### src/design/tcce_pkg.sv
// Shared constants, payload types and queue entry type of the text console cursor engine.
`default_nettype none

package tcce_pkg;

  // Screen geometry
  localparam int NUM_COLS   = 80;
  localparam int NUM_ROWS   = 25;
  localparam int CELL_COUNT = NUM_ROWS * NUM_COLS;

  // Field widths
  localparam int ROW_W  = 5;
  localparam int COL_W  = 7;
  localparam int IDX_W  = 11;
  localparam int CELL_W = 16;
  localparam int ATTR_W = 8;
  localparam int CHAR_W = 8;

  localparam logic [ATTR_W-1:0] DEFAULT_ATTR_RST = 8'h07;

  // Command codes
  localparam logic [1:0] CMD_PUT   = 2'd0;
  localparam logic [1:0] CMD_CLEAR = 2'd1;
  localparam logic [1:0] CMD_READ  = 2'd2;

  // Character codes
  localparam logic [CHAR_W-1:0] CH_BS    = 8'h08;
  localparam logic [CHAR_W-1:0] CH_TAB   = 8'h09;
  localparam logic [CHAR_W-1:0] CH_LF    = 8'h0A;
  localparam logic [CHAR_W-1:0] CH_CR    = 8'h0D;
  localparam logic [CHAR_W-1:0] CH_SPACE = 8'h20;
  localparam logic [CHAR_W-1:0] CH_LAST  = 8'h7F;

  localparam int TAB_STEP = 4;

  typedef struct packed {
    logic [1:0]        command;
    logic [CHAR_W-1:0] char_code;
    logic [ATTR_W-1:0] color;
    logic [IDX_W-1:0]  cell_index;
  } in_item_t;

  typedef struct packed {
    logic [ROW_W-1:0]  row_after;
    logic [COL_W-1:0]  col_after;
    logic [CELL_W-1:0] cell_data;
    logic              scrolled;
  } out_item_t;

  // What the back end has to do for one transaction
  typedef enum logic [1:0] {
    K_NOP,
    K_WRITE,
    K_READ,
    K_CLEAR
  } op_kind_t;

  typedef struct packed {
    op_kind_t          kind;
    logic              scroll;
    logic [IDX_W-1:0]  addr;
    logic [CELL_W-1:0] wdata;
    logic [ROW_W-1:0]  row;
    logic [COL_W-1:0]  col;
  } tcce_op_t;

endpackage

`default_nettype wire

### src/design/tcce_front.sv
// Front end: accepts transactions, keeps the cursor and turns each transaction into a back-end op.
`default_nettype none

module tcce_front
  import tcce_pkg::*;
(
  input  wire logic              clk,
  input  wire logic              rst_n,
  input  wire logic              start,
  input  wire in_item_t          in_item,
  input  wire logic [ATTR_W-1:0] cfg_attr,
  input  wire logic              q_full,
  output logic                   push,
  output tcce_op_t               op
);

  logic [ROW_W-1:0] cur_row_r, cur_row_nxt;
  logic [COL_W-1:0] cur_col_r, cur_col_nxt;

  logic [ROW_W:0]   row_t;
  logic [COL_W:0]   col_t;
  logic [ROW_W-1:0] wr_row;
  logic [COL_W-1:0] wr_col;
  logic             do_write;
  logic [CELL_W-1:0] wr_data;
  logic             scroll;

  assign push = start && !q_full;

  always_comb begin
    row_t    = {1'b0, cur_row_r};
    col_t    = {1'b0, cur_col_r};
    wr_row   = cur_row_r;
    wr_col   = cur_col_r;
    do_write = 1'b0;
    wr_data  = {in_item.color, in_item.char_code};
    case (in_item.char_code)
      CH_LF: begin
        col_t = '0;
        row_t = row_t + 1'b1;
      end
      CH_CR: begin
        col_t = '0;
      end
      CH_TAB: begin
        col_t = (col_t + (COL_W+1)'(TAB_STEP)) & ~(COL_W+1)'(TAB_STEP - 1);
      end
      CH_BS: begin
        if (cur_row_r != '0 || cur_col_r != '0) begin
          if (cur_col_r != '0) begin
            col_t  = col_t - 1'b1;
            wr_col = cur_col_r - 1'b1;
          end else begin
            row_t  = row_t - 1'b1;
            col_t  = (COL_W+1)'(NUM_COLS - 1);
            wr_row = cur_row_r - 1'b1;
            wr_col = COL_W'(NUM_COLS - 1);
          end
          do_write = 1'b1;
          wr_data  = {cfg_attr, CH_SPACE};
        end
      end
      default: begin
        if (in_item.char_code inside {[CH_SPACE:CH_LAST]}) begin
          do_write = 1'b1;
          col_t    = col_t + 1'b1;
        end
      end
    endcase
    // wrap at the line end, then scroll at the bottom
    if (col_t >= (COL_W+1)'(NUM_COLS)) begin
      col_t = '0;
      row_t = row_t + 1'b1;
    end
    scroll = 1'b0;
    if (row_t >= (ROW_W+1)'(NUM_ROWS)) begin
      scroll = 1'b1;
      row_t  = (ROW_W+1)'(NUM_ROWS - 1);
      col_t  = '0;
    end
  end

  always_comb begin
    op          = '0;
    op.kind     = K_NOP;
    op.row      = cur_row_r;
    op.col      = cur_col_r;
    cur_row_nxt = cur_row_r;
    cur_col_nxt = cur_col_r;
    case (in_item.command)
      CMD_PUT: begin
        op.kind     = do_write ? K_WRITE : K_NOP;
        op.scroll   = scroll;
        op.addr     = IDX_W'(wr_row) * IDX_W'(NUM_COLS) + IDX_W'(wr_col);
        op.wdata    = wr_data;
        cur_row_nxt = row_t[ROW_W-1:0];
        cur_col_nxt = col_t[COL_W-1:0];
      end
      CMD_CLEAR: begin
        op.kind     = K_CLEAR;
        cur_row_nxt = '0;
        cur_col_nxt = '0;
      end
      CMD_READ: begin
        // out-of-range reads answer zero without touching the store
        op.kind = (in_item.cell_index < IDX_W'(CELL_COUNT)) ? K_READ : K_NOP;
        op.addr = in_item.cell_index;
      end
      default: begin
        op.kind = K_NOP;
      end
    endcase
    op.row = cur_row_nxt;
    op.col = cur_col_nxt;
  end

  always_ff @(posedge clk) begin
    if (!rst_n) begin
      cur_row_r <= '0;
      cur_col_r <= '0;
    end else if (push) begin
      cur_row_r <= cur_row_nxt;
      cur_col_r <= cur_col_nxt;
    end
  end

  a_cursor_in_range: assert property (@(posedge clk) disable iff (!rst_n)
    (cur_row_r < ROW_W'(NUM_ROWS)) && (cur_col_r < COL_W'(NUM_COLS)))
    else $error("cursor left the screen");

endmodule

`default_nettype wire

### config.mk
export PLATFORM = sky130hd
export DESIGN_NAME = tcce_front
export DESIGN_NICKNAME = d
export VERILOG_FILES = /design/src/design/tcce_pkg.sv /design/src/design/tcce_front.sv
export SDC_FILE = /design/constraint.sdc
export NUM_CORES = 1
export LEC_CHECK = 0
export BUFFER_PORTS_ARGS = -buffer_cell sky130_fd_sc_hd__buf_2
export CORE_ASPECT_RATIO = 2
export CORE_MARGIN = 2
export CORE_UTILIZATION = 55
export CTS_BUF_LIST = sky130_fd_sc_hd__clkbuf_4 sky130_fd_sc_hd__clkbuf_8
export DETAILED_ROUTE_END_ITERATION = 7
export HOLD_SLACK_MARGIN = 0.08
export PLACE_DENSITY = 0.88
export SYNTH_ARGS = -nofsm -noshare
export SYNTH_HDL_FRONTEND = slang
export SYNTH_SLANG_ARGS = --single-unit
### constraint.sdc
create_clock -name clk -period 5.5 [get_ports clk]
set_clock_uncertainty 0.2 [all_clocks]
set_input_delay 0.825 -clock clk [delete_from_list [all_inputs] [get_ports clk]]
set_output_delay 0.825 -clock clk [all_outputs]
set_load 0.05 [all_outputs]
==> impl_metrics.env, run 1 <==
export IMPL_hold_class="reg -> reg"
export IMPL_gp_congestion=0.978
export IMPL_met2_length_mm=4.82
export IMPL_grt_setup_unrepaired="yes"
export IMPL_diodes=0
export IMPL_drive_gt1_share_pct=35.2
export IMPL_cts_sinks=12
export IMPL_final_cells=553
export IMPL_slew_viol_final=0
export IMPL_vias=3540
export IMPL_ys_top_cells_by_count="64 x nand2_1, 30 x nor2_1, 28 x a21oi_1"
export IMPL_grt_pass1_wl_mm=15.2
export IMPL_cts_tree="yes"
export IMPL_total_power_mw=0.303
export IMPL_area_growth_pct=23.1
export IMPL_grt_pass1_vias=3403
export IMPL_whs_ps=330
export IMPL_die_area_um2=5880
export IMPL_cts_hold_buf=0
export IMPL_ant_nets=0
export IMPL_period_share_pct=97.9
export IMPL_grt_start_max_net_pins=24
export IMPL_ys_ff_latch=12
export IMPL_max_slew_margin_pct=23.2
export IMPL_critical_path_class="in -> out"
export IMPL_clk_pin_slew_worst_paths_ps=60
export IMPL_fmaxAchievable_mhz=186
export IMPL_wirelength_mm=9.40
export IMPL_maxCapViolCount=0
export IMPL_yosysSeqAreaShare_pct=8.32
export IMPL_synth_top_area_cell="dfxtp_1"
export IMPL_synth_area_um2=2890
export IMPL_num_io_pins=84
export IMPL_worstMarginPinSlew_ps=1150
export IMPL_die_x_um=55.2
export IMPL_avgRoutedWirePerCell_um=17.0
export IMPL_path_max_fanout=3
export IMPL_wl_met1_mm=3.20
export IMPL_synth_edf_count=0
export IMPL_status="finished, final reports clean"
export IMPL_numCtsBuffers=3
export IMPL_ys_flop_type="dfxtp_1"
export IMPL_met3WireLength_um=766
export IMPL_htreeDepth=1
export IMPL_syn_num_nets=464
export IMPL_hold_viol=0
export IMPL_post_place_cells=547
export IMPL_core_area_um2=5090
export IMPL_async_flop_share_pct=0
export IMPL_place_area_um2=3420
export IMPL_clk_path_buf_depth=2
export IMPL_layout_nets=555
export IMPL_worstSkewPairLatency_ps=250
export IMPL_p_per_area_nw_per_um2=85.4
export IMPL_setup_violations=0
export IMPL_finalCriticalPeriod_ps=5380
export IMPL_synth_most_common_cell="nand2_1"
export IMPL_synth_cell_types=91
export IMPL_std_cell_rows=37
export IMPL_yosysWarningCount=0
export IMPL_fin_setup_tns_ps=0
export IMPL_final_area_um2=3550
export IMPL_critPathLaunchType="primary input"
export IMPL_drt_pass1_iter_count=5
export IMPL_ir_drop_mv=0.146
export IMPL_routed_top_layer="met4"
export IMPL_synth_avg_cell_area_um2=7.13
export IMPL_cp_required_ps=4470
export IMPL_initial_core_util_pct=56.7
export IMPL_p_leak_nw=1.63
export IMPL_hpwl_mm=7.40
export IMPL_grt_usage_pct=31.3
export IMPL_via_per_inst=6.40
export IMPL_root_buffer="clkbuf_8"
export IMPL_r2r_setup_slack_ps=1550
export IMPL_grt_overflow=0
export IMPL_drt_initial_drc_count=237
export IMPL_endpoint_kind="primary output"
export IMPL_cp_arrival_ps=4360
export IMPL_drc=0
export IMPL_die_y_um=106
export IMPL_synth_top_area_share_pct=8.32
export IMPL_grt_antenna_before_repair=0
export IMPL_netlist_instances=405
export IMPL_port_buffers=83
export IMPL_synth_area_top_cells="dfxtp_1 8.3%, nand2_1 8.3%, ha_1 6.9%"
## metal layers
| layer | GRT usage, % | vias to the layer above |
|---|---|---|
| li1 | - | 1667 |
| met1 | 32.5 | 1626 |
| met2 | 58.7 | 195 |
| met3 | 3.77 | 52 |
| met4 | 17.4 | 0 |
| met5 | 0 | - |
## logic make-up after synthesis
| kind of cell | count (synthesis) | synth area share (%) |
|---|---|---|
| AOI/OAI and AO/OA | 130 | 35.6 |
| and+or+nand+nor | 172 | 31.1 |
| muxes | 5 | 1.91 |
| DFF | 12 | 8.32 |
| buffers and inverters | 49 | 8.50 |
| adders and majority gates | 18 | 8.32 |
| xor gates and xnor gates | 19 | 6.29 |
## final timing paths
| path | depth (start not counted) | startpoint | endpoint |
|---|---|---|---|
| worst max register to register | 17 | cur_col_r[2] | cur_col_r[3] |
| worst max-delay path | 17 | in_item[23] | op[38] |
| worst min register to register | 2 | cur_row_r[0] | cur_row_r[0] |
| worst min-delay path | 2 | cur_row_r[0] | cur_row_r[0] |
## what timing repair did
| action | 4_1_cts | 5_1_grt |
|---|---|---|
| endpoints found under the setup margin | 1 | 11 |
| gates resized for setup | 1 | 12 |
| endpoints found under the hold margin | 0 | 0 |
| cloned | 0 | 0 |
| buffers inserted | 0 | 2 |
| pin swaps | 0 | 2 |
## final cells by class
| type | count | area (um2) |
|---|---|---|
| Sequential cell | 12 | 240 |
| Fill cell | 446 | 1540 |
| Multi-Input combinational cell | 344 | 2450 |
| Tap cell | 58 | 72.6 |
| Clock buffer | 4 | 55.1 |
| Timing Repair Buffer | 113 | 656 |
| Inverter | 22 | 82.6 |
## placed cells by master, fill, tap and decap left out, drive strengths merged, types with 4 or more instances in the layout
cell	count
a21o	4
a21oi	30
a31oi	5
and2	13
buf	113
clkbuf	4
dfxtp	12
ha	16
inv	21
mux2i	4
nand2	66
nand2b	4
nand3	9
nand4	11
nor2	31
nor2b	4
nor3	10
o211ai	8
o21ai	31
o31ai	5
o32ai	10
or2	4
or3	4
xnor2	16
## critical path, stage by stage
cell and delay [ps]:
buf_2 120, nor4b_4 300, nand2_2 150, or4_4 530
xnor2_2 160, ha_1 300, ha_1 160, inv_1 60
fa_2 560, nor2_1 70, or2_2 300, o211ai_1 100
a21oi_1 110, xnor2_1 160, o21ai_1 70, and2_2 200
buf_4 180
## per-stage QoR
step	setup WS, ps	utilization (%)
floorplan	85.6	-
global placement	36.5	67.2
detailed placement	-93.6	67.2
CTS	13.5	68.4
global route	-44.2	69.8
finish	117	69.8
## flip-flops by register name (all words and copies together) (netlist names)
register,count
cur_col_r,7
cur_row_r,5
## power breakdown
part           internal, mW  leakage [nW]  total (mW)  switching [mW]
clock network        0.0636        0.0288       0.103          0.0394
logic                0.0340          1.51       0.113          0.0792
registers            0.0871        0.0966      0.0871       0.0000583
Note: power is estimated with default switching activity, not from simulation.
==> inputs of run 2 (changes only) <==
CORE_UTILIZATION = 54   (was 55)
CTS_BUF_LIST = not set   (was sky130_fd_sc_hd__clkbuf_4 sky130_fd_sc_hd__clkbuf_8)
PLACE_DENSITY = 0.87   (was 0.88)
==> run 2 against run 1 <==
Effect of this change:
- setup slack improved by 42 ps
- worst hold slack improved by 9.2 ps
- global-route usage fell by 0.15 points
- combinational power barely moved
- sequential power barely moved
- largest power group unchanged
- critical path type unchanged
- clock-buffer cell count did not move
==> impl_metrics.env, run 2 (same netlist as run 1, synthesis figures left out) <==
export IMPL_ir_drop_mv=0.111
export IMPL_sw_frac_of_total_pct=38.8
export IMPL_die_y_um=107
export IMPL_root_buffer="clkbuf_8"
export IMPL_worstSkewPairLatency_ps=250
export IMPL_top_regs="cur_col_r x7, cur_row_r x5"
export IMPL_cts_tree="yes"
export IMPL_critPathLaunchType="primary input"
export IMPL_drt_pass1_iter_count=5
export IMPL_diodes=0
export IMPL_fmaxAchievable_mhz=187
export IMPL_initial_core_util_pct=56.2
export IMPL_ant_nets=0
export IMPL_grt_overflow=0
export IMPL_gp_congestion=0.992
export IMPL_hold_viol=0
export IMPL_grt_start_max_net_pins=24
export IMPL_hold_class="reg -> reg"
export IMPL_cpMostUsedCell="ha_1"
export IMPL_rr_worst_depth=17
export IMPL_drive_gt1_share_pct=35.4
export IMPL_layout_nets=557
export IMPL_largest_register="cur_col_r"
export IMPL_port_buffers=83
export IMPL_area_growth_pct=23.8
export IMPL_drt_initial_drc_count=211
export IMPL_rr_startpoint="cur_col_r[3]"
export IMPL_vias=3444
export IMPL_p_per_area_nw_per_um2=84.4
export IMPL_critPathBufInv=3
export IMPL_grt_antenna_before_repair=0
export IMPL_p_int_mw=0.185
export IMPL_grt_usage_pct=31.1
export IMPL_path_max_fanout=4
export IMPL_r2r_end="cur_col_r[2]"
export IMPL_cts_sinks=12
export IMPL_period_share_pct=97.1
export IMPL_die_area_um2=5980
export IMPL_cp_endpoint="op[38]"
export IMPL_r2r_setup_slack_ps=1490
export IMPL_wirelength_mm=9.41
export IMPL_clk_path_buf_depth=2
export IMPL_cp_required_ps=4470
export IMPL_htreeDepth=1
export IMPL_p_clk_share_pct=33.7
export IMPL_largest_register_ffs=7
export IMPL_p_seq_share_pct=28.9
export IMPL_grt_pass1_wl_mm=15.1
export IMPL_endpoint_kind="primary output"
export IMPL_avgRoutedWirePerCell_um=17.0
export IMPL_setup_ws_ps=160
export IMPL_status="finished, final reports clean"
export IMPL_setup_violations=0
export IMPL_critical_path_class="in -> out"
export IMPL_grt_pass1_vias=3211
export IMPL_fin_setup_tns_ps=0
export IMPL_postLayoutCoreUtil_pct=69.5
export IMPL_die_x_um=55.7
export IMPL_hpwl_mm=7.52
export IMPL_max_slew_margin_pct=28.5
export IMPL_slowest_stage="fa_2"
export IMPL_drc=0
export IMPL_maxCapViolCount=0
export IMPL_crit_start="in_item[23]"
export IMPL_critPathMaxStageDelay_ps=570
export IMPL_finalCriticalPeriod_ps=5340
export IMPL_slew_viol_final=0
export IMPL_cp_arrival_ps=4320
export IMPL_final_cell_mix="82 x buf_2, 64 x nand2_1, 31 x buf_4, 30 x nor2_1, 27 x a21oi_1"
export IMPL_p_leak_nw=1.64
export IMPL_core_area_um2=5140
export IMPL_cp_cell_sequence="buf_2 > nor4b_4 > nand2_2 > or4_4 > xnor2_2 > ha_1 > ha_1 > inv_1 > fa_2 > nor2_1 > or2_2 > o211ai_1 > a21oi_1 > xnor2_1 > o21ai_0 > and2_2 > buf_6"
export IMPL_via_per_inst=6.21
export IMPL_place_ws_ps=-92.3
export IMPL_clk_pin_slew_worst_paths_ps=60
export IMPL_p_comb_share_pct=37.5
export IMPL_p_sw_mw=0.117
export IMPL_cpLargestDelayFamily="simple AND/OR/NAND/NOR gates"
export IMPL_worstMarginPinSlew_ps=1070
export IMPL_layout_commonest_cell="buf_2"
export IMPL_std_cell_rows=37
export IMPL_critical_path_depth=17
export IMPL_num_io_pins=84
export IMPL_numCtsBuffers=3
==> run 2: stage by stage <==
| stage | power, mW | cells | hold slack, ps | instance area, um2 |
|---|---|---|---|---|
| final | 0.302 | 555 | 339 | 3570 |
| after CTS | 0.299 | 552 | 344 | 3490 |
| after detailed placement | 0.199 | 548 | 335 | 3430 |
| after global placement | 0.198 | 548 | 317 | 3430 |
| after global routing | 0.311 | 555 | 358 | 3570 |
| after floorplan | 0.163 | 405 | 292 | 2890 |
==> run 2: worst min path at each step <==
stage / startpoint / to / slack, ps / cells past startpoint
6_report: cur_row_r[0] / cur_row_r[0] / 340 / 2
5_1_grt: cur_row_r[0] / cur_row_r[0] / 360 / 2
4_1_cts: cur_row_r[0] / cur_row_r[0] / 340 / 2
3_5_place_dp: cur_row_r[0] / cur_row_r[0] / 330 / 2
3_3_place_gp: cur_row_r[0] / cur_row_r[0] / 320 / 2
2_1_floorplan: cur_row_r[0] / cur_row_r[0] / 290 / 2
==> run 2: metal layers <==
metal	GRT usage, %	up-vias	wire length (um)
met4	16.4	0	450
met3	2.40	34	556
met5	0	-	0
met1	33.5	1584	3490
met2	58.7	158	4920
li1	-	1668	-
==> run 2: what timing repair did <==
item                                   CTS  global route
hold buffers                             0             0
setup endpoints to repair                1            11
pin swaps                                0             1
cloned                                   0             0
endpoints found under the hold margin    0             0
resized for setup                        2            10
setup buffers                            0             3
==> run 2: final cells by class <==
type                    count  area, um2
fillers                   451       1570
inverters                  22       82.6
clock buffers               4       55.1
flip-flops and latches     12        240
repair buffers            115        674
multi-input cells         344       2450
well taps                  58       72.6
==> run 2: worst min-delay path, stage by stage (launching register included) <==
cell     delay, ps
dfxtp_1        360
nand2_1         90
o21ai_2         50
==> run 2: power groups by stage <==
stage / sequential (mW) / clock (mW) / combinational (mW)
floorplan: 0.0890 / 0 / 0.0742
global placement: 0.0890 / 0 / 0.109
detailed placement: 0.0890 / 0 / 0.110
CTS: 0.0871 / 0.101 / 0.111
global route: 0.0871 / 0.104 / 0.120
finish: 0.0871 / 0.102 / 0.113
