==> src/design/tcce_pkg.sv <==
// Shared constants, payload types and queue entry type of the text console cursor engine.
`default_nettype none

package tcce_pkg;

  // Screen geometry
  localparam int NUM_COLS   = 80;
  localparam int NUM_ROWS   = 25;
  localparam int CELL_COUNT = NUM_ROWS * NUM_COLS;

  // Field widths
  localparam int ROW_W  = 5;
  localparam int COL_W  = 7;
  localparam int IDX_W  = 11;
  localparam int CELL_W = 16;
  localparam int ATTR_W = 8;
  localparam int CHAR_W = 8;

  localparam logic [ATTR_W-1:0] DEFAULT_ATTR_RST = 8'h07;

  // Command codes
  localparam logic [1:0] CMD_PUT   = 2'd0;
  localparam logic [1:0] CMD_CLEAR = 2'd1;
  localparam logic [1:0] CMD_READ  = 2'd2;

  // Character codes
  localparam logic [CHAR_W-1:0] CH_BS    = 8'h08;
  localparam logic [CHAR_W-1:0] CH_TAB   = 8'h09;
  localparam logic [CHAR_W-1:0] CH_LF    = 8'h0A;
  localparam logic [CHAR_W-1:0] CH_CR    = 8'h0D;
  localparam logic [CHAR_W-1:0] CH_SPACE = 8'h20;
  localparam logic [CHAR_W-1:0] CH_LAST  = 8'h7F;

  localparam int TAB_STEP = 4;

  typedef struct packed {
    logic [1:0]        command;
    logic [CHAR_W-1:0] char_code;
    logic [ATTR_W-1:0] color;
    logic [IDX_W-1:0]  cell_index;
  } in_item_t;

  typedef struct packed {
    logic [ROW_W-1:0]  row_after;
    logic [COL_W-1:0]  col_after;
    logic [CELL_W-1:0] cell_data;
    logic              scrolled;
  } out_item_t;

  // What the back end has to do for one transaction
  typedef enum logic [1:0] {
    K_NOP,
    K_WRITE,
    K_READ,
    K_CLEAR
  } op_kind_t;

  typedef struct packed {
    op_kind_t          kind;
    logic              scroll;
    logic [IDX_W-1:0]  addr;
    logic [CELL_W-1:0] wdata;
    logic [ROW_W-1:0]  row;
    logic [COL_W-1:0]  col;
  } tcce_op_t;

endpackage

`default_nettype wire

==> src/design/tcce_queue.sv <==
// Two-entry op queue between the front end and the back end.
`default_nettype none

module tcce_queue
  import tcce_pkg::*;
(
  input  wire logic     clk,
  input  wire logic     rst_n,
  input  wire logic     push,
  input  wire tcce_op_t push_op,
  input  wire logic     pop,
  output tcce_op_t      head,
  output logic          full,
  output logic          empty
);

  localparam int Q_DEPTH = 2;
  localparam int PTR_W   = $clog2(Q_DEPTH);
  localparam int CNT_W   = $clog2(Q_DEPTH + 1);

  tcce_op_t          entry_r [Q_DEPTH];
  logic [PTR_W-1:0]  wr_ptr_r, rd_ptr_r;
  logic [CNT_W-1:0]  count_r;

  assign full  = (count_r == CNT_W'(Q_DEPTH));
  assign empty = (count_r == '0);
  assign head  = entry_r[rd_ptr_r];

  always_ff @(posedge clk) begin
    if (push) begin
      entry_r[wr_ptr_r] <= push_op;
    end
  end

  always_ff @(posedge clk) begin
    if (!rst_n) begin
      wr_ptr_r <= '0;
      rd_ptr_r <= '0;
      count_r  <= '0;
    end else begin
      if (push) begin
        wr_ptr_r <= wr_ptr_r + 1'b1;
      end
      if (pop) begin
        rd_ptr_r <= rd_ptr_r + 1'b1;
      end
      case ({push, pop})
        2'b10:   count_r <= count_r + 1'b1;
        2'b01:   count_r <= count_r - 1'b1;
        default: count_r <= count_r;
      endcase
    end
  end

endmodule

`default_nettype wire

==> config.mk <==
export PLATFORM = sky130hd
export DESIGN_NAME = tcce_queue
export DESIGN_NICKNAME = d
export VERILOG_FILES = /design/src/design/tcce_pkg.sv /design/src/design/tcce_queue.sv
export SDC_FILE = /design/constraint.sdc
export NUM_CORES = 1
export LEC_CHECK = 0
export ABC_CLOCK_PERIOD_IN_PS = 5100
export BUFFER_PORTS_ARGS = -buffer_cell sky130_fd_sc_hd__clkbuf_2
export CORE_MARGIN = 2
export CORE_UTILIZATION = 35
export DETAILED_ROUTE_END_ITERATION = 16
export GPL_ROUTABILITY_DRIVEN = 0
export SKIP_CTS_REPAIR_TIMING = 1
export SYNTH_ARGS = -nofsm -noshare
export SYNTH_HDL_FRONTEND = slang
export SYNTH_SLANG_ARGS = --single-unit
==> constraint.sdc <==
create_clock -name clk -period 5.1 [get_ports clk]
set_input_delay 0.765 -clock clk [delete_from_list [all_inputs] [get_ports clk]]
set_output_delay 0.765 -clock clk [all_outputs]
set_load 0.005 [all_outputs]
==> metrics.yaml, run 1 <==
status: "finished clean"
port_buffers: 89
dp_hpwl_um: 3350
wl_per_cell_um: 15.0
endpoint_kind: "primary output"
rsz0062_at_grt: "no"
drive_gt1_share_pct: 58.9
yosys_warnings: 0
crit_buf_inv: 1
power.leakage_nw: 1.52
antenna_found_initial: 0
synthCells: 153
p_clk_share_pct: 33.9
antenna_cells: 0
initial_core_util_pct: 35.5
final_nets: 296
max-clock-path-buffers: 2
power.internal_w: 0.00119
tightest_slew_ns: 1.05
grt_pass1_vias: 1633
root_buffer: "clkbuf_8"
cp_max_fo: 42
timing.slew.headroom_pct: 30.1
grt_pass1_wl_um: 8290
final_area_sq_um: 4020
switching_share_pct: 21.0
seqPwrFrac_pct: 57.2
hold_path_class: "reg -> reg"
p_sw_w: 0.000318
setup_ws_ns: 2.42
coreArea_sq_um: 9110
timing.critical_path.arrival_ns: 1.92
cts.reportedPaths.clkPinSlew_ns: 0.08
via_count: 1640
maxCapViolCount: 0
drt-vias-per-instance: 4.51
syn-cell-area_sq_um: 3240
grtUsageTotal_pct: 11.2
dp_slack_ns: 2.69
postRouteAntennaNets: 0
final_common_cell: "clkbuf_2"
rows: 35
setup.worst_path.class: "reg -> out"
grt_overflow: 0
dieArea_sq_um: 10000
required_ns: 4.34
area_growth_pct: 24.2
cts_tree: "yes"
ios: 90
path_cells: "mux2_2 -> clkbuf_2"
path_delay_family: "flip-flops"
fmax_ghz: 0.373
hold_ws_ns: 0.520
ys_seq_elements: 89
min_period_over_period_pct: 52.6
die_h_um: 100
final_hold_viol_count: 0
synth_cell_types: 16
final_cell_mix: "clkbuf_2 (89), edfxtp_1 (84), mux2_2 (42), clkbuf_8 (9), dfxtp_1 (4)"
tns_ns: 0
maxSlewViolCount: 0
grt_max_degree: 43
post-route-min-period_ns: 2.68
max_stage_delay_ns: 1.02
synth_nets: 200
drt_wl_total_um: 5450
combPwrFrac_pct: 8.9
skew_ns: 0.00794
insertion_delay_ns: 0.34
dpl-instance-area_sq_um: 3810
drt-initial-drc-count: 37
first_pass_iters: 4
slowest_stage: "dfxtp_2"
post-route-drc-count: 0
numCtsBuffers: 9
synth.avg_cell_area_sq_um: 21.2
setup_viol_count_final: 0
ctsHtreeMaxLevel: 3
powerDensity_nw_per_um2: 376
seq_area_frac_synth_pct: 81.0
die_w_um: 100
clkSinkCount: 89
peakVddDrop_uv: 173
start_kind: "flop"
cell type report:
cell class	instances	area [sq um]
multi-input combinational	58	594
sequential	89	2620
inverter	1	3.75
timing repair buffer	90	453
tap	111	139
clock inverter	5	80.1
fill	840	5090
clock buffer	10	128
logic make-up (layout without fill, tap and decap cells):
| family | count (synthesis) | count (layout) | share of synthesized area, % |
|---|---|---|---|
| AOI/OAI and AO/OA | 3 | 3 | 0.619 |
| xor gates and xnor gates | 3 | 3 | 0.812 |
| adders and majority gates | 1 | 1 | 0.386 |
| buffers and inverters | 6 | 106 | 0.889 |
| DFF | 89 | 89 | 81.0 |
| muxes | 42 | 42 | 14.6 |
| and+or+nand+nor | 9 | 9 | 1.66 |
path summary, 6_finish.rpt:
path                                start                      end  slack [ns]  cells past startpoint
setup / recovery                     flop                 head[10]        2.42                      2
hold / removal    count_r[1]$_SDFFE_PN0P_  count_r[1]$_SDFFE_PN0P_        0.52                      2
setup reg to reg    wr_ptr_r$_SDFFE_PN0P_  entry_r[0][1]$_DFFE_PP_        3.44                      2
hold reg to reg   count_r[1]$_SDFFE_PN0P_  count_r[1]$_SDFFE_PN0P_        0.52                      2
per-stage QoR:
| step | std cells | power [W] | utilization (%) |
|---|---|---|---|
| after floorplan | 153 | 0.000949 | - |
| after global placement | 349 | 0.00102 | 41.9 |
| after detailed placement | 349 | 0.00102 | 41.9 |
| after CTS | 364 | 0.00154 | 44.1 |
| after global routing | 364 | 0.00159 | 44.1 |
| final | 364 | 0.00151 | 44.1 |
power groups by stage:
stage	logic, W	clock network, W	registers (W)
final	0.000135	0.000512	0.000865
after global placement	0.000137	0	0.000882
after floorplan	0.0000818	0	0.000867
after global routing	0.000150	0.000567	0.000871
after CTS	0.000140	0.000536	0.000866
after detailed placement	0.000139	0	0.000884
registers in the layout (all words and copies together) (netlist names), named ones only:
| name | cells |
|---|---|
| rd_ptr_r | 1 |
| entry_r | 84 |
| wr_ptr_r | 1 |
| count_r | 2 |
Yosys cell counts, drive strengths merged:
cell type | number | area [sq um]
edfxtp | 84 | 2520
mux2 | 42 | 473
buf | 5 | 25.0
dfxtp | 5 | 100
and2 | 4 | 25.0
nor2 | 2 | 7.51
xnor2 | 2 | 17.5
a21boi | 1 | 7.51
and2b | 1 | 8.76
ha | 1 | 12.5
inv | 1 | 3.75
nor2b | 1 | 6.26
o21a | 1 | 7.51
o21ai | 1 | 5.00
or3 | 1 | 6.26
xor2 | 1 | 8.76
worst min-delay path: stages (launching register included):
cell	delay, ns
dfxtp_1	0.34
o21ai_0	0.08
a21boi_1	0.06
metal layers:
layer	wire (um)	global-route usage [%]	share of wire [%]	up-vias
met5	0	0	0	-
met4	57	4.11	1.0	0
met3	332	4.67	6.1	5
met2	2690	17.6	49	52
met1	2370	13.9	43	802
li1	-	-	-	781
Power figures use the tool's default switching activity.
==> run 2, diff against run 1 <==
--- a/config.mk
+++ b/config.mk
@@ -5,7 +5,7 @@
 export SDC_FILE = /design/constraint.sdc
 export NUM_CORES = 1
 export LEC_CHECK = 0
-export ABC_CLOCK_PERIOD_IN_PS = 5100
+export ABC_CLOCK_PERIOD_IN_PS = 2200
 export BUFFER_PORTS_ARGS = -buffer_cell sky130_fd_sc_hd__clkbuf_2
 export CORE_MARGIN = 2
 export CORE_UTILIZATION = 35
==> constraint.sdc (replaced) <==
create_clock -name clk -period 2.2 [get_ports clk]
set_input_delay 0.33 -clock clk [delete_from_list [all_inputs] [get_ports clk]]
set_output_delay 0.33 -clock clk [all_outputs]
set_load 0.005 [all_outputs]
==> run 2 against run 1 <==
Net effect: clock power increased by 130%; routed wire length decreased by 0.51%; sequential share of layout area decreased by 0.74 points; register-to-register slack got worse by 2.8 ns; cell count increased by 1.4%; total power increased by 130%; first-iteration DRC count decreased by 2.7%; clock skew decreased by 0.00061 ns; via count increased by 3.7%.
==> metrics.yaml, run 2 (same netlist as run 1, synthesis figures left out) <==
status: "finished clean"
dp_hpwl_um: 3490  # +4.0%
largest_reg_flops: 84  # unchanged
drt_wl_total_um: 5420  # -0.51%
antenna_cells: 0  # unchanged
wl_per_cell_um: 14.7  # -1.9%
fillers: 852  # +1.4%
drt-vias-per-instance: 4.61  # +2.3%
maxSlewViolCount: 0  # unchanged
holdPathEnd: "entry_r[0][33]$_DFFE_PP_"
root_buffer: "clkbuf_8"
initial_core_util_pct: 35.5  # unchanged
cts_tree: "yes"
setup_ws_ns: 0.432  # -1.99 ns
dpl.cell_count: 353  # +1.1%
skew_ns: 0.00733  # -0.000607 ns
cts.reportedPaths.clkPinSlew_ns: 0.08  # about the same
postRouteAntennaNets: 0  # unchanged
max-clock-path-buffers: 2  # unchanged
port_buffers: 89  # unchanged
die_h_um: 100  # unchanged
powerDensity_nw_per_um2: 864  # +130%
grt.busiest_layer: "met2"
die_w_um: 100  # unchanged
post-route-min-period_ns: 1.77
timing.rr.start: "wr_ptr_r$_SDFFE_PN0P_"
setup_viol_count_final: 0  # unchanged
timing.slew.headroom_pct: 67.1  # +37 points
clkSinkCount: 89  # unchanged
ios: 90  # unchanged
start_kind: "flop"
coreArea_sq_um: 9110  # unchanged
min_period_over_period_pct: 80.4
final_hold_viol_count: 0  # unchanged
numCtsBuffers: 9  # unchanged
top_regs: "entry_r (84), count_r (2)"
drive_gt1_share_pct: 59.3  # +0.41 points
peakVddDrop_uv: 299  # +72%
setup.worst_path.class: "reg -> out"
area_growth_pct: 25.7
dp_slack_ns: 0.592  # -2.10 ns
rows: 35  # unchanged
tns_ns: 0  # unchanged
regMostFlops: "entry_r"
regToRegSetupSlack_ns: 0.66  # -2.78 ns
ctsHtreeMaxLevel: 3  # unchanged
power.leakage_nw: 1.54  # +1.7%
rr_worst_depth: 2  # unchanged
met1_usage_pct: 13.3  # -0.61 points
hold_ws_ns: 0.166  # -0.354 ns
first_pass_iters: 4  # unchanged
cp_max_fo: 42  # unchanged
final_cell_mix: "clkbuf_2 (89), edfxtp_1 (84), mux2_2 (42), clkbuf_8 (9)"
met3_usage_pct: 3.41  # -1.3 points
min-delay-start: "push_op[33]"
grt_max_degree: 43  # unchanged
use_met2_pct: 17.7  # +0.10 points
antenna_found_initial: 0  # unchanged
tightest_slew_ns: 0.494  # -0.554 ns
via_count: 1700  # +3.7%
insertion_delay_ns: 0.35  # about the same
rsz0062_at_grt: "no"
r2r_end: "entry_r[1][37]$_DFFE_PP_"
grtUsageTotal_pct: 11.1  # -0.13 points
post-route-drc-count: 0  # unchanged
hold_path_class: "in -> reg"
maxCapViolCount: 0  # unchanged
fmax_ghz: 0.565
grt_pass1_vias: 1679  # +2.8%
timing.critical_path.arrival_ns: 1.44  # -0.48 ns
grt_overflow: 0  # unchanged
final_common_cell: "clkbuf_2"
drt-initial-drc-count: 36  # -2.7%
endpoint_kind: "primary output"
required_ns: 1.87  # -2.47 ns
hold_depth: 1  # -1
final_nets: 300  # +1.4%
dieArea_sq_um: 10000  # unchanged
fin_cells: 369  # +1.4%
grt_pass1_wl_um: 8110  # -2.1%
run 2: cell count changes in the layout (fill, tap and decap cells not counted):
cell,change
buf_12,+1
buf_4,+3
inv_6,-1
clkinv_4,+1
clkbuf_1,+1
run 2: worst max path at each step:
stage | from | to | cells past startpoint
detailed placement | push | entry_r[1][19]$_DFFE_PP_ | 3
global placement | push | entry_r[1][20]$_DFFE_PP_ | 3
global route | flop | head[30] | 3
finish | flop | head[5] | 3
CTS | flop | head[5] | 3
floorplan | push | entry_r[0][0]$_DFFE_PP_ | 2
run 2: through the flow:
stage	util, %	cell area [sq um]	power (W)
global placement	42.3	3860	0.00237
CTS	44.7	4070	0.00358
floorplan	-	3240	0.00220
global route	44.7	4070	0.00368
finish	44.7	4070	0.00351
detailed placement	42.3	3860	0.00238
run 2: critical path: stages (launching register included):
cell and delay (ns):
dfxtp_2 0.34, buf_12 0.24, mux2_2 0.38, clkbuf_2 0.11
run 2: final cells by class:
| cell class | instances | area (sq um) | share of cell area [%] |
|---|---|---|---|
| sequential | 89 | 2620 | 64.5 |
| multi-input combinational | 58 | 594 | 14.6 |
| timing repair buffer | 94 | 495 | 12.2 |
| tap | 111 | 139 | 3.41 |
| clock buffer | 11 | 131 | 3.23 |
| clock inverter | 5 | 80.1 | 1.97 |
| inverter | 1 | 3.75 | 0.0923 |
run 2: per-layer routing:
metal  share of wire, %  vias to the layer above
li1                   -                      796
met1                 43                      839
met2                 49                       56
met3                6.1                        9
met4                2.2                        0
met5                  0                        -
run 2: report_power, final:
group | total, W | internal [W] | switching (W)
Sequential | 0.00198 | 0.00195 | 0.0000248
Clock | 0.00118 | 0.000639 | 0.000542
Combinational | 0.000356 | 0.000192 | 0.000165
==> run 3, diff against run 2 <==
--- a/config.mk
+++ b/config.mk
@@ -5,7 +5,7 @@
 export SDC_FILE = /design/constraint.sdc
 export NUM_CORES = 1
 export LEC_CHECK = 0
-export ABC_CLOCK_PERIOD_IN_PS = 2200
+export ABC_CLOCK_PERIOD_IN_PS = 1720
 export BUFFER_PORTS_ARGS = -buffer_cell sky130_fd_sc_hd__clkbuf_2
 export CORE_MARGIN = 2
 export CORE_UTILIZATION = 35
==> constraint.sdc (replaced) <==
create_clock -name clk -period 1.72 [get_ports clk]
set_input_delay 0.258 -clock clk [delete_from_list [all_inputs] [get_ports clk]]
set_output_delay 0.258 -clock clk [all_outputs]
set_load 0.005 [all_outputs]
==> run 3 against run 2 <==
Net effect: worst hold slack worse by 0.069 ns; routed wire length increased by 8.0%; first-iteration DRC count decreased by 25%; total power up 25%; clock skew grew 0.0041 ns; die area unchanged; utilization increased by 0.51 points; clock power rose by 14%; setup slack lost 0.36 ns; via count shrank 1.3%; global-route usage fell by 0.13 points; critical path type unchanged; critical endpoint is now head[4]; highest routed layer unchanged.
==> metrics.yaml, run 3 (same netlist as run 1, synthesis figures left out) <==
status: "finished clean"
grt.busiest_layer: "met2"
endpoint: "head[4]"
numCtsBuffers: 9  # unchanged
cts_tree: "yes"
hold_ws_ns: 0.0975  # -0.0687 ns
fmax_ghz: 0.607
rr_worst_depth: 2  # unchanged
final_common_cell: "clkbuf_2"
setup_ws_ns: 0.0721  # -0.360 ns
min_period_over_period_pct: 95.8
antenna_found_initial: 0  # unchanged
postRouteAntennaNets: 0  # unchanged
cp_max_fo: 11  # -74%
drt-initial-drc-count: 27  # -25%
power.leakage_nw: 1.55  # +0.94%
grtUsageTotal_pct: 10.9  # -0.13 points
grt_pass1_wl_um: 8200  # +1.0%
grt_pass1_vias: 1693  # +0.83%
final_nets: 302  # +0.67%
tns_ns: 0  # unchanged
top_regs: "entry_r (84), count_r (2)"
ctsHtreeMaxLevel: 3  # unchanged
post-route-drc-count: 0  # unchanged
die_w_um: 100  # unchanged
required_ns: 1.46  # -0.41 ns
rsz0062_at_grt: "no"
timing.rr.start: "wr_ptr_r$_SDFFE_PN0P_"
peakVddDrop_uv: 413  # +38%
crit_buf_inv: 2  # unchanged
drive_gt1_share_pct: 59.8  # +0.54 points
drt_wl_total_um: 5860  # +8.0%
grt_max_degree: 44  # +2.3%
insertion_delay_ns: 0.34  # about the same
clkSinkCount: 89  # unchanged
first_pass_iters: 5  # +1
regToRegSetupSlack_ns: 0.51  # -0.15 ns
max-clock-path-buffers: 2  # unchanged
grt_overflow: 0  # unchanged
area_growth_pct: 27.1
post-route-min-period_ns: 1.65
fin_cells: 370  # +0.27%
die_h_um: 100  # unchanged
rows: 35  # unchanged
maxSlewViolCount: 0  # unchanged
met3_usage_pct: 3.34  # -0.070 points
dpl.cell_count: 352  # -0.28%
cts.reportedPaths.clkPinSlew_ns: 0.09  # about the same
drt-vias-per-instance: 4.54  # -1.6%
setup_viol_count_final: 0  # unchanged
timing.critical_path.arrival_ns: 1.39  # -0.05 ns
fillers: 834  # -2.1%
ios: 90  # unchanged
final_core_util_pct: 45.2  # +0.51 points
max_stage_delay_ns: 0.41  # +0.03 ns
final_hold_viol_count: 0  # unchanged
maxCapViolCount: 0  # unchanged
hold_depth: 1  # unchanged
largest_reg_flops: 84  # unchanged
crit_cells: 3  # unchanged
dp_hpwl_um: 3330  # -4.4%
dp_slack_ns: 0.367  # -0.225 ns
coreArea_sq_um: 9110  # unchanged
path_delay_family: "flip-flops"
slowest_stage: "dfxtp_4"
powerDensity_nw_per_um2: 1060  # +23%
setup.worst_path.class: "reg -> out"
skew_ns: 0.0114  # +0.00406 ns
r2r_end: "entry_r[1][10]$_DFFE_PP_"
initial_core_util_pct: 35.5  # unchanged
endpoint_kind: "primary output"
dieArea_sq_um: 10000  # unchanged
start_kind: "flop"
met1_usage_pct: 12.9  # -0.35 points
port_buffers: 89  # unchanged
wl_per_cell_um: 15.8  # +7.7%
via_count: 1678  # -1.3%
tightest_slew_ns: 0.344  # -0.150 ns
regMostFlops: "entry_r"
timing.slew.headroom_pct: 77.0  # +10 points
use_met2_pct: 18.3  # +0.62 points
root_buffer: "clkbuf_8"
hold_path_class: "in -> reg"
antenna_cells: 0  # unchanged
final_cell_mix: "clkbuf_2 (89), edfxtp_1 (84), mux2_2 (42), clkbuf_8 (9), dfxtp_1 (4)"
path_cells: "clkbuf_16 -> mux2_2 -> clkbuf_2"
## run 3: cell type report
| type | instances | area, sq um | share of cell area (%) |
|---|---|---|---|
| multi-input combinational | 58 | 594 | 14.4 |
| clock buffer | 10 | 128 | 3.10 |
| clock inverter | 5 | 57.6 | 1.40 |
| sequential | 89 | 2630 | 63.8 |
| inverter | 1 | 3.75 | 0.0912 |
| tap | 111 | 139 | 3.38 |
| timing repair buffer | 96 | 566 | 13.7 |
## run 3: how the worst min path moves through the flow
stage	start	to	slack (ns)
after global routing	push_op[28]	entry_r[1][28]$_DFFE_PP_	0.08
after floorplan	push_op[0]	entry_r[0][0]$_DFFE_PP_	0.36
final	push_op[40]	entry_r[1][40]$_DFFE_PP_	0.1
after detailed placement	push_op[25]	entry_r[0][25]$_DFFE_PP_	0.45
after CTS	push_op[5]	entry_r[0][5]$_DFFE_PP_	0.07
after global placement	push_op[0]	entry_r[0][0]$_DFFE_PP_	0.45
## run 3: metal layers
layer | share of wire (%) | wire (um)
met4 | 1.5 | 86
met3 | 5.0 | 295
met2 | 50 | 2940
met1 | 43 | 2540
met5 | 0 | 0
## run 3: metrics by stage
step | area [sq um] | total power, W
2_1_floorplan | 3250 | 0.00281
3_3_place_gp | 3860 | 0.00304
3_5_place_dp | 3860 | 0.00305
4_1_cts | 4050 | 0.00441
5_1_grt | 4110 | 0.00458
6_report | 4110 | 0.00438
## run 3: where the power goes
group | switching, W | internal [W]
sequential | 0.0000367 | 0.00249
clock | 0.000688 | 0.000662
combinational | 0.000224 | 0.000275
total | 0.000948 | 0.00343
